$ cat src/design/rgbhsl_pkg.sv
// shared types and constants for the rgb to hsl converter
package rgbhsl_pkg;

  // fraction bits of hue and saturation, one division cell per bit
  localparam int FRAC_BITS = 16;

  // extra bits that the hue divisor 6*d needs above a channel
  localparam int HUE_EXTRA_BITS = 3;

  typedef struct packed {
    logic grey;   // max equals min
    logic full;   // saturation quotient reaches one, clamp to all ones
  } flags_t;

endpackage

$ cat src/design/rgbhsl_prep.sv
// front stage: extrema, lightness and the two division operands
module rgbhsl_prep #(
  parameter int CHANNEL_BITS = 8
) (
  input  logic                                                    clk,
  input  logic                                                    rst_n,
  input  logic                                                    in_valid,
  output logic                                                    in_ready,
  input  logic [CHANNEL_BITS-1:0]                                 in_red,
  input  logic [CHANNEL_BITS-1:0]                                 in_green,
  input  logic [CHANNEL_BITS-1:0]                                 in_blue,
  output logic                                                    out_valid,
  input  logic                                                    out_ready,
  output rgbhsl_pkg::flags_t                                      out_flags,
  output logic [CHANNEL_BITS:0]                                   out_light,
  output logic [CHANNEL_BITS-1:0]                                 out_div_s,
  output logic [CHANNEL_BITS-1:0]                                 out_rem_s,
  output logic [CHANNEL_BITS+rgbhsl_pkg::HUE_EXTRA_BITS-1:0]      out_div_h,
  output logic [CHANNEL_BITS+rgbhsl_pkg::HUE_EXTRA_BITS-1:0]      out_rem_h
);

  localparam int HW = CHANNEL_BITS + rgbhsl_pkg::HUE_EXTRA_BITS;

  logic [CHANNEL_BITS-1:0] mx, mn, d, div_s;
  logic [CHANNEL_BITS:0]   sum, two_m;
  logic [HW-1:0]           d_w, six_d, num;
  logic                    red_max, green_max;
  rgbhsl_pkg::flags_t      flags;

  logic                         valid_r, valid_nxt;
  rgbhsl_pkg::flags_t           flags_r;
  logic [CHANNEL_BITS:0]        light_r;
  logic [CHANNEL_BITS-1:0]      div_s_r, rem_s_r;
  logic [HW-1:0]                div_h_r, rem_h_r;

  always_comb begin
    red_max   = (in_red >= in_green) && (in_red >= in_blue);
    green_max = !red_max && (in_green >= in_blue);
    if (red_max) begin
      mx = in_red;
    end else if (green_max) begin
      mx = in_green;
    end else begin
      mx = in_blue;
    end
    mn = in_red;
    if (in_green < mn) mn = in_green;
    if (in_blue < mn) mn = in_blue;

    sum   = {1'b0, mx} + {1'b0, mn};
    d     = mx - mn;
    two_m = {{CHANNEL_BITS{1'b1}}, 1'b0};
    if (sum <= {1'b0, {CHANNEL_BITS{1'b1}}}) begin
      div_s = sum[CHANNEL_BITS-1:0];
    end else begin
      div_s = CHANNEL_BITS'(two_m - sum);
    end

    d_w   = HW'(d);
    six_d = (d_w << 2) + (d_w << 1);
    // modular arithmetic: every sector ends non-negative and below 6*d
    if (red_max) begin
      num = ((in_green < in_blue) ? six_d : '0) + HW'(in_green) - HW'(in_blue);
    end else if (green_max) begin
      num = (d_w << 1) + HW'(in_blue) - HW'(in_red);
    end else begin
      num = (d_w << 2) + HW'(in_red) - HW'(in_green);
    end

    flags.grey = (d == '0);
    flags.full = (d == div_s);
  end

  assign in_ready  = !valid_r || out_ready;
  assign valid_nxt = in_ready ? in_valid : valid_r;

  always_ff @(posedge clk) begin
    if (!rst_n) begin
      valid_r <= 1'b0;
    end else begin
      valid_r <= valid_nxt;
    end
  end

  always_ff @(posedge clk) begin
    if (in_ready && in_valid) begin
      flags_r <= flags;
      light_r <= sum;
      div_s_r <= div_s;
      rem_s_r <= flags.full ? '0 : d;
      div_h_r <= six_d;
      rem_h_r <= num;
    end
  end

  assign out_valid = valid_r;
  assign out_flags = flags_r;
  assign out_light = light_r;
  assign out_div_s = div_s_r;
  assign out_rem_s = rem_s_r;
  assign out_div_h = div_h_r;
  assign out_rem_h = rem_h_r;

endmodule

$ cat src/design/rgbhsl_div_cell.sv
// one restoring division step for saturation and hue, one quotient bit each
module rgbhsl_div_cell #(
  parameter int CHANNEL_BITS = 8
) (
  input  logic                                                    clk,
  input  logic                                                    rst_n,
  input  logic                                                    in_valid,
  output logic                                                    in_ready,
  input  rgbhsl_pkg::flags_t                                      in_flags,
  input  logic [CHANNEL_BITS:0]                                   in_light,
  input  logic [CHANNEL_BITS-1:0]                                 in_div_s,
  input  logic [CHANNEL_BITS-1:0]                                 in_rem_s,
  input  logic [rgbhsl_pkg::FRAC_BITS-1:0]                        in_q_s,
  input  logic [CHANNEL_BITS+rgbhsl_pkg::HUE_EXTRA_BITS-1:0]      in_div_h,
  input  logic [CHANNEL_BITS+rgbhsl_pkg::HUE_EXTRA_BITS-1:0]      in_rem_h,
  input  logic [rgbhsl_pkg::FRAC_BITS-1:0]                        in_q_h,
  output logic                                                    out_valid,
  input  logic                                                    out_ready,
  output rgbhsl_pkg::flags_t                                      out_flags,
  output logic [CHANNEL_BITS:0]                                   out_light,
  output logic [CHANNEL_BITS-1:0]                                 out_div_s,
  output logic [CHANNEL_BITS-1:0]                                 out_rem_s,
  output logic [rgbhsl_pkg::FRAC_BITS-1:0]                        out_q_s,
  output logic [CHANNEL_BITS+rgbhsl_pkg::HUE_EXTRA_BITS-1:0]      out_div_h,
  output logic [CHANNEL_BITS+rgbhsl_pkg::HUE_EXTRA_BITS-1:0]      out_rem_h,
  output logic [rgbhsl_pkg::FRAC_BITS-1:0]                        out_q_h
);

  localparam int HW = CHANNEL_BITS + rgbhsl_pkg::HUE_EXTRA_BITS;
  localparam int FB = rgbhsl_pkg::FRAC_BITS;

  logic [CHANNEL_BITS:0]   two_s, diff_s;
  logic [HW:0]             two_h, diff_h;
  logic                    bit_s, bit_h;
  logic [CHANNEL_BITS-1:0] rem_s_nxt;
  logic [HW-1:0]           rem_h_nxt;

  logic                    valid_r, valid_nxt;
  rgbhsl_pkg::flags_t      flags_r;
  logic [CHANNEL_BITS:0]   light_r;
  logic [CHANNEL_BITS-1:0] div_s_r, rem_s_r;
  logic [FB-1:0]           q_s_r, q_h_r;
  logic [HW-1:0]           div_h_r, rem_h_r;

  // remainder stays below the divisor, so one compare and subtract per bit
  always_comb begin
    two_s     = {in_rem_s, 1'b0};
    diff_s    = two_s - {1'b0, in_div_s};
    bit_s     = (two_s >= {1'b0, in_div_s});
    rem_s_nxt = bit_s ? diff_s[CHANNEL_BITS-1:0] : two_s[CHANNEL_BITS-1:0];
    two_h     = {in_rem_h, 1'b0};
    diff_h    = two_h - {1'b0, in_div_h};
    bit_h     = (two_h >= {1'b0, in_div_h});
    rem_h_nxt = bit_h ? diff_h[HW-1:0] : two_h[HW-1:0];
  end

  assign in_ready  = !valid_r || out_ready;
  assign valid_nxt = in_ready ? in_valid : valid_r;

  always_ff @(posedge clk) begin
    if (!rst_n) begin
      valid_r <= 1'b0;
    end else begin
      valid_r <= valid_nxt;
    end
  end

  always_ff @(posedge clk) begin
    if (in_ready && in_valid) begin
      flags_r <= in_flags;
      light_r <= in_light;
      div_s_r <= in_div_s;
      rem_s_r <= rem_s_nxt;
      q_s_r   <= {in_q_s[FB-2:0], bit_s};
      div_h_r <= in_div_h;
      rem_h_r <= rem_h_nxt;
      q_h_r   <= {in_q_h[FB-2:0], bit_h};
    end
  end

  assign out_valid = valid_r;
  assign out_flags = flags_r;
  assign out_light = light_r;
  assign out_div_s = div_s_r;
  assign out_rem_s = rem_s_r;
  assign out_q_s   = q_s_r;
  assign out_div_h = div_h_r;
  assign out_rem_h = rem_h_r;
  assign out_q_h   = q_h_r;

endmodule

$ cat src/design/rgb_to_hsl_converter.sv
// rgb to hsl converter top level: front stage, division cell row, output register
//
//   channel  ports                                   dir  request moves when
//   in       in_valid in_stall in_red/green/blue     in   in_valid && !in_stall
//   out      out_valid out_stall out_hue/            out  out_valid && !out_stall
//            out_saturation/out_lightness
//
// one pixel per clock sustained while out_stall is low; the path runs through the front stage,
// 16 division cells (one quotient bit per cell for hue and saturation),
// and the output register.
// every stage holds its request while the next one is full and stalled, so
// bubbles close up; rst_n clears the valid bits only.
module rgb_to_hsl_converter #(
  parameter int CHANNEL_BITS = 8
) (
  input  logic                              clk,
  input  logic                              rst_n,
  input  logic                              in_valid,
  output logic                              in_stall,
  input  logic [CHANNEL_BITS-1:0]           in_red,
  input  logic [CHANNEL_BITS-1:0]           in_green,
  input  logic [CHANNEL_BITS-1:0]           in_blue,
  output logic                              out_valid,
  input  logic                              out_stall,
  output logic [rgbhsl_pkg::FRAC_BITS-1:0]  out_hue,
  output logic [rgbhsl_pkg::FRAC_BITS-1:0]  out_saturation,
  output logic [CHANNEL_BITS:0]             out_lightness
);

  localparam int HW = CHANNEL_BITS + rgbhsl_pkg::HUE_EXTRA_BITS;
  localparam int FB = rgbhsl_pkg::FRAC_BITS;

  logic                    vld   [FB+1];
  logic                    rdy   [FB+1];
  rgbhsl_pkg::flags_t      flg   [FB+1];
  logic [CHANNEL_BITS:0]   light [FB+1];
  logic [CHANNEL_BITS-1:0] div_s [FB+1];
  logic [CHANNEL_BITS-1:0] rem_s [FB+1];
  logic [FB-1:0]           q_s   [FB+1];
  logic [HW-1:0]           div_h [FB+1];
  logic [HW-1:0]           rem_h [FB+1];
  logic [FB-1:0]           q_h   [FB+1];

  logic                    prep_ready;
  logic                    out_ready;
  logic                    out_valid_r, out_valid_nxt;
  logic [FB-1:0]           hue_r, sat_r;
  logic [CHANNEL_BITS:0]   light_r;

  rgbhsl_prep #(
    .CHANNEL_BITS(CHANNEL_BITS)
  ) u_prep (
    .clk       (clk),
    .rst_n     (rst_n),
    .in_valid  (in_valid),
    .in_ready  (prep_ready),
    .in_red    (in_red),
    .in_green  (in_green),
    .in_blue   (in_blue),
    .out_valid (vld[0]),
    .out_ready (rdy[0]),
    .out_flags (flg[0]),
    .out_light (light[0]),
    .out_div_s (div_s[0]),
    .out_rem_s (rem_s[0]),
    .out_div_h (div_h[0]),
    .out_rem_h (rem_h[0])
  );

  assign q_s[0]   = '0;
  assign q_h[0]   = '0;
  assign in_stall = !prep_ready;

  for (genvar i = 0; i < FB; i++) begin : g_cell
    rgbhsl_div_cell #(
      .CHANNEL_BITS(CHANNEL_BITS)
    ) u_cell (
      .clk       (clk),
      .rst_n     (rst_n),
      .in_valid  (vld[i]),
      .in_ready  (rdy[i]),
      .in_flags  (flg[i]),
      .in_light  (light[i]),
      .in_div_s  (div_s[i]),
      .in_rem_s  (rem_s[i]),
      .in_q_s    (q_s[i]),
      .in_div_h  (div_h[i]),
      .in_rem_h  (rem_h[i]),
      .in_q_h    (q_h[i]),
      .out_valid (vld[i+1]),
      .out_ready (rdy[i+1]),
      .out_flags (flg[i+1]),
      .out_light (light[i+1]),
      .out_div_s (div_s[i+1]),
      .out_rem_s (rem_s[i+1]),
      .out_q_s   (q_s[i+1]),
      .out_div_h (div_h[i+1]),
      .out_rem_h (rem_h[i+1]),
      .out_q_h   (q_h[i+1])
    );
  end

  assign out_ready     = !out_valid_r || !out_stall;
  assign rdy[FB]       = out_ready;
  assign out_valid_nxt = out_ready ? vld[FB] : out_valid_r;

  always_ff @(posedge clk) begin
    if (!rst_n) begin
      out_valid_r <= 1'b0;
    end else begin
      out_valid_r <= out_valid_nxt;
    end
  end

  // grey pixels give zero hue and saturation; a full saturation quotient clamps to all ones
  always_ff @(posedge clk) begin
    if (out_ready && vld[FB]) begin
      light_r <= light[FB];
      if (flg[FB].grey) begin
        hue_r <= '0;
        sat_r <= '0;
      end else begin
        hue_r <= q_h[FB];
        sat_r <= flg[FB].full ? '1 : q_s[FB];
      end
    end
  end

  assign out_valid      = out_valid_r;
  assign out_hue        = hue_r;
  assign out_saturation = sat_r;
  assign out_lightness  = light_r;

endmodule
$ cat config.mk
export PLATFORM = sky130hd
export DESIGN_NAME = rgb_to_hsl_converter
export DESIGN_NICKNAME = d
export VERILOG_FILES = /design/src/design/rgbhsl_pkg.sv /design/src/design/rgbhsl_prep.sv /design/src/design/rgbhsl_div_cell.sv /design/src/design/rgb_to_hsl_converter.sv
export SDC_FILE = /design/constraint.sdc
export NUM_CORES = 2
export LEC_CHECK = 0
export ABC_AREA = 1
export BUFFER_PORTS_ARGS = -buffer_cell sky130_fd_sc_hd__buf_2
export CORE_MARGIN = 2
export CORE_UTILIZATION = 50
export DETAILED_ROUTE_END_ITERATION = 8
export MAX_ROUTING_LAYER = met4
export PLACE_DENSITY = 0.73
export SYNTH_ARGS = -nofsm -noshare
export SYNTH_HDL_FRONTEND = slang
export SYNTH_HIERARCHICAL = 1
export SYNTH_SLANG_ARGS = --single-unit
$ cat constraint.sdc
create_clock -name clk -period 29.6 [get_ports clk]
set_clock_uncertainty 0.1 [all_clocks]
set_input_delay 8.88 -clock clk [delete_from_list [all_inputs] [get_ports clk]]
set_output_delay 8.88 -clock clk [all_outputs]
set_load 0.1 [all_outputs]
**Word level (Yosys, flattened, before mapping)**

Cells that the tools add are included.

- Bits in registers: 1,126
- Input port bits: 28
- Output and inout port bits: 43
- Word-level logic and storage cells: 377

- Add/sub/neg operators: 40
- Magnitude comparators: 39
- Eq/ne operators: 1
- Multiplexer cells: 39
- Reductions and logical operators: 60

Operators by type and width:

| operator | count |
|---|---|
| $mux W11 | 18 |
| $ge A12 B11 Y1 | 16 |
| $sub A11 B11 Y11 | 15 |
| $mux W8 | 20 |
| $ge A9 B8 Y1 | 16 |
| $sub A8 B8 Y8 | 16 |
| $sub A11 B8 Y11 | 3 |
| $ge A8 B8 Y1 | 3 |
| $lt A8 B8 Y1 | 3 |
| $logic_not A1 Y1 | 21 |
| $logic_and A1 B1 Y1 | 20 |
| $logic_or A1 B1 Y1 | 18 |
| $mux W16 | 1 |
| $add A10 B8 Y11 | 1 |
| $add A10 B9 Y11 | 1 |
| $add A11 B8 Y11 | 1 |
| $add A9 B8 Y10 | 1 |
| $add A8 B8 Y9 | 1 |
| $le A9 B8 Y1 const B | 1 |
| $eq A8 B8 Y1 | 1 |
| $logic_not A8 Y1 | 1 |
| $sub A8 B8 Y8 const A | 1 |

**Longest topological paths before layout**

- Depth after elaboration: 20
- Depth in mapped cells: 48
- Gate-level depth less buffers: 46

**Cells and area by module**

Netlist, hierarchy kept.

Modules (own cells, without submodules):

| module | instances | cells each | area an instance (µm²) | seq. area each (µm²) |
|---|---|---|---|---|
| rgbhsl_div_cell (g_cell[0].u_cell ...) | 15 | 344 | 3,916.3 | 2,452.4 |
| rgbhsl_prep | 1 | 799 | 6,276.0 | 1,401.3 |
| rgbhsl_div_cell (g_cell[4].u_cell) | 1 | 345 | 3,895.0 | 2,452.4 |
| rgb_to_hsl_converter | 1 | 118 | 1,579.0 | 1,251.2 |

**Least setup slack after synthesis**

OpenSTA, ideal clock, no wires.

- Path kind: in2out
- Start point: input out_stall
- End point: output in_stall
- Data arrival time: 11.461 ns
- Data required time: 20.620 ns
- Slack: 9.159 ns
- Cell stages on the path: 36
- Buffers on the path: 0
- Cell sequence: nand2_1 inv_1 nand2_1 inv_1 nand2_1 inv_1 nand2_1 inv_1 nand2_1 inv_1 nand2_1 inv_1 nand2_1 inv_1 nand2_1 inv_1 nand2_1 inv_1 nand2_1 inv_1 nand2_1 inv_1 nand2_1 inv_1 nand2_1 inv_1 nand2_1 inv_1 nand2_1 inv_1 nand2_1 inv_1 nand2_1 inv_1 nand2_1 inv_1

RTL lines:

| what | line | text |
|---|---|---|
| start: declaration | rgb_to_hsl_converter.sv:24 | `input logic out_stall,` |
| end: declaration | rgb_to_hsl_converter.sv:19 | `output logic in_stall,` |

==> out/qor.csv <==
metric;value;unit
status;completed;
period utilization;73.42;%
Worst setup EP type;output port;
Critical Path RT;20620;ps
Nets;6603;
flop2flop setup slack;25190;ps
Syn Area/Cell;10.26;um2
Sink Count;1123;
Crit-path slowest cell;buf_2;
Worst Hold Class;flip-flop to flip-flop;
Hold WS;284.3;ps
Core Area;0.1219;mm2
CTS max path bufs;3;
Post-Syn Instances;5984;
hold buffer count at cts;0;
CTS tree;yes;
vias in the first global route;38930;
total number of vias;39590;
share of cells above drive strength 1;11.27;%
DRC Markers;0;
count of final hold-check violations;0;
Top delay family on crit path;buffers and inverters;
Pins Over Slew Limit;0;
worst path arrival time;12750;ps
Pleak;29.33;nW
clock insertion delay at the later pin of the skew report;700;ps
TritonRoute pass-1 iters;6;
HP Start;g_cell[6].u_cell/out_q_s[2];
Max FO, Critical Path;2;
Setup CP Type;primary input to output port;
RSZ-0062 raised after global routing;false;
Reg clk slew, reported paths;70;ps
Finished Cell Area;0.06715;mm2
gpl congestion;0.9049;
number of vias per cell;5.060;
total track usage;19.72;%
cells on worst reg2reg path;36;
fill cell count;10260;
yosys warns;6;
Post-Place Cell Area;0.06355;mm2
Period minus WS final;21730;ps
Setup crit start kind;primary input;
num ports;71;
Worst Max-Slew Pin Slew;1031;ps
buffer count from post-CTS setup fixing;0;
setup_tns;0;ps
Hold Path End;g_cell[7].u_cell/out_q_s[3];
initial antenna violation count;0;
Diodes inserted;0;
Max Fclk;0.04602;GHz
Synth Cell Area;0.06139;mm2
DPL Wire Length;91170;um
hold path depth;0;
RR Endpoint;u_prep/out_rem_s[5];
largest net degree at the start of global routing;79;
critical register-to-register path startpoint;out_valid;
Buffers on Ports;70;
die width;354.4;um
crit-path max cell delay;410;ps
Die Area;0.1256;mm2
synthesized net count;6469;
PD cells;68.26;mW/mm2
Worst VDD drop;0.04996;mV
Root Driver;clkbuf_16;
post-layout util;55.10;%
H-tree depth;3;
initial core utilization;50.37;%
post-route ant nets;0;
TritonCTS buffer count;109;
Area Growth Syn to Fin;9.386;%
row cnt;128;
slew margin rel.;31.27;%
total gr overflow;0;
Routed WL;119800;um
post_cts resized;0;
die extent in y;354.4;um
Crit path buffers/inverters;20;
first-pass GRT wire length;196200;um
drt initial violations;2434;
Max-cap violations;0;
endpoints failing setup;0;
drt wl/cell;15.30;um
==> flip-flops by register name, summed over array words and instances, names as in the netlist, 9 cells and up <==
register and flops:
u_prep/out_light 9, u_prep/out_rem_h 11, u_prep/out_div_h 9, g_cell.u_cell/out_flags 32
g_cell.u_cell/out_q_s 136, g_cell.u_cell/out_div_s 120, out_lightness 9, out_saturation 16
g_cell.u_cell/out_light 144, g_cell.u_cell/out_div_h 165, g_cell.u_cell/out_rem_s 120, g_cell.u_cell/out_rem_h 165
g_cell.u_cell/out_valid 16, out_hue 16, g_cell.u_cell/out_q_h 136
==> metrics by stage <==
| stage | setup WS (ps) | instances | total power, mW |
|---|---|---|---|
| after floorplan | 9159 | 5984 | 2.939 |
| after global placement | 7889 | 7632 | 3.193 |
| after detailed placement | 7858 | 7632 | 3.226 |
| after CTS | 7833 | 7825 | 4.614 |
| after global routing | 7291 | 7825 | 4.859 |
| final | 7869 | 7825 | 4.584 |
==> cell usage in the layout, fill, tap and decap left out, types with 16 or more instances in the layout <==
cell          n
a21boi_0     17
a21oi_1     141
a21oi_2      49
a21oi_4      19
buf_2        70
buf_4        20
clkbuf_16   109
clkinv_2     16
dfxtp_1      18
edfxtp_1   1105
fa_1         57
ha_1        400
inv_1       966
inv_2        21
nand2_1    1531
nand2_2     117
nand3_1     560
nand3_2      87
nand3b_1     33
nand4_1      71
nand4_2      16
nor2_1      294
nor2_4       37
o21ai_0      68
o21ai_1      16
or2_1        17
or2_2        17
xnor2_1      22
xor2_1      108
==> report_power, final <==
group / switching (mW) / total (mW) / internal [mW]
sequential: 0.0441 / 1.89 / 1.85
combinational: 0.845 / 1.32 / 0.473
clock: 0.590 / 1.37 / 0.782
==> layer usage <==
| layer | global-route usage, % | vias to the layer above | share of wire (%) |
|---|---|---|---|
| li1 | - | 20140 | - |
| met1 | 24.04 | 18540 | 43 |
| met2 | 34.66 | 735 | 51 |
| met3 | 2.231 | 175 | 3.6 |
| met4 | 5.525 | 0 | 2.3 |
| met5 | - | - | 0 |
==> worst max-delay path by stage <==
stage / endpoint / from / cells after the start / slack, ps
6_report: in_stall / out_stall / 38 / 7870
5_1_grt: in_stall / out_stall / 38 / 7290
4_1_cts: in_stall / out_stall / 38 / 7830
3_5_place_dp: in_stall / out_stall / 38 / 7860
3_3_place_gp: in_stall / out_stall / 38 / 7890
2_1_floorplan: in_stall / out_stall / 36 / 9160
==> cell type report <==
cell class / instances / area, um2 / area share, %
flip-flops and latches: 1123 / 33540 / 49.95
multi-input cells: 3806 / 23760 / 35.39
inverters: 988 / 3709 / 5.523
clock buffers: 124 / 2804 / 4.176
well taps: 1625 / 2033 / 3.028
clock inverters: 69 / 798.3 / 1.189
repair buffers: 90 / 500.5 / 0.7453
==> worst reg2reg max path: cells and delay by family, from the launching register on <==
kind / cells / cell delay [ps]
flops: 1 / 380
buf+inv: 18 / 2180
compound gates: 1 / 60
simple gates: 17 / 1370
Note: power is estimated with default switching activity, not from simulation.
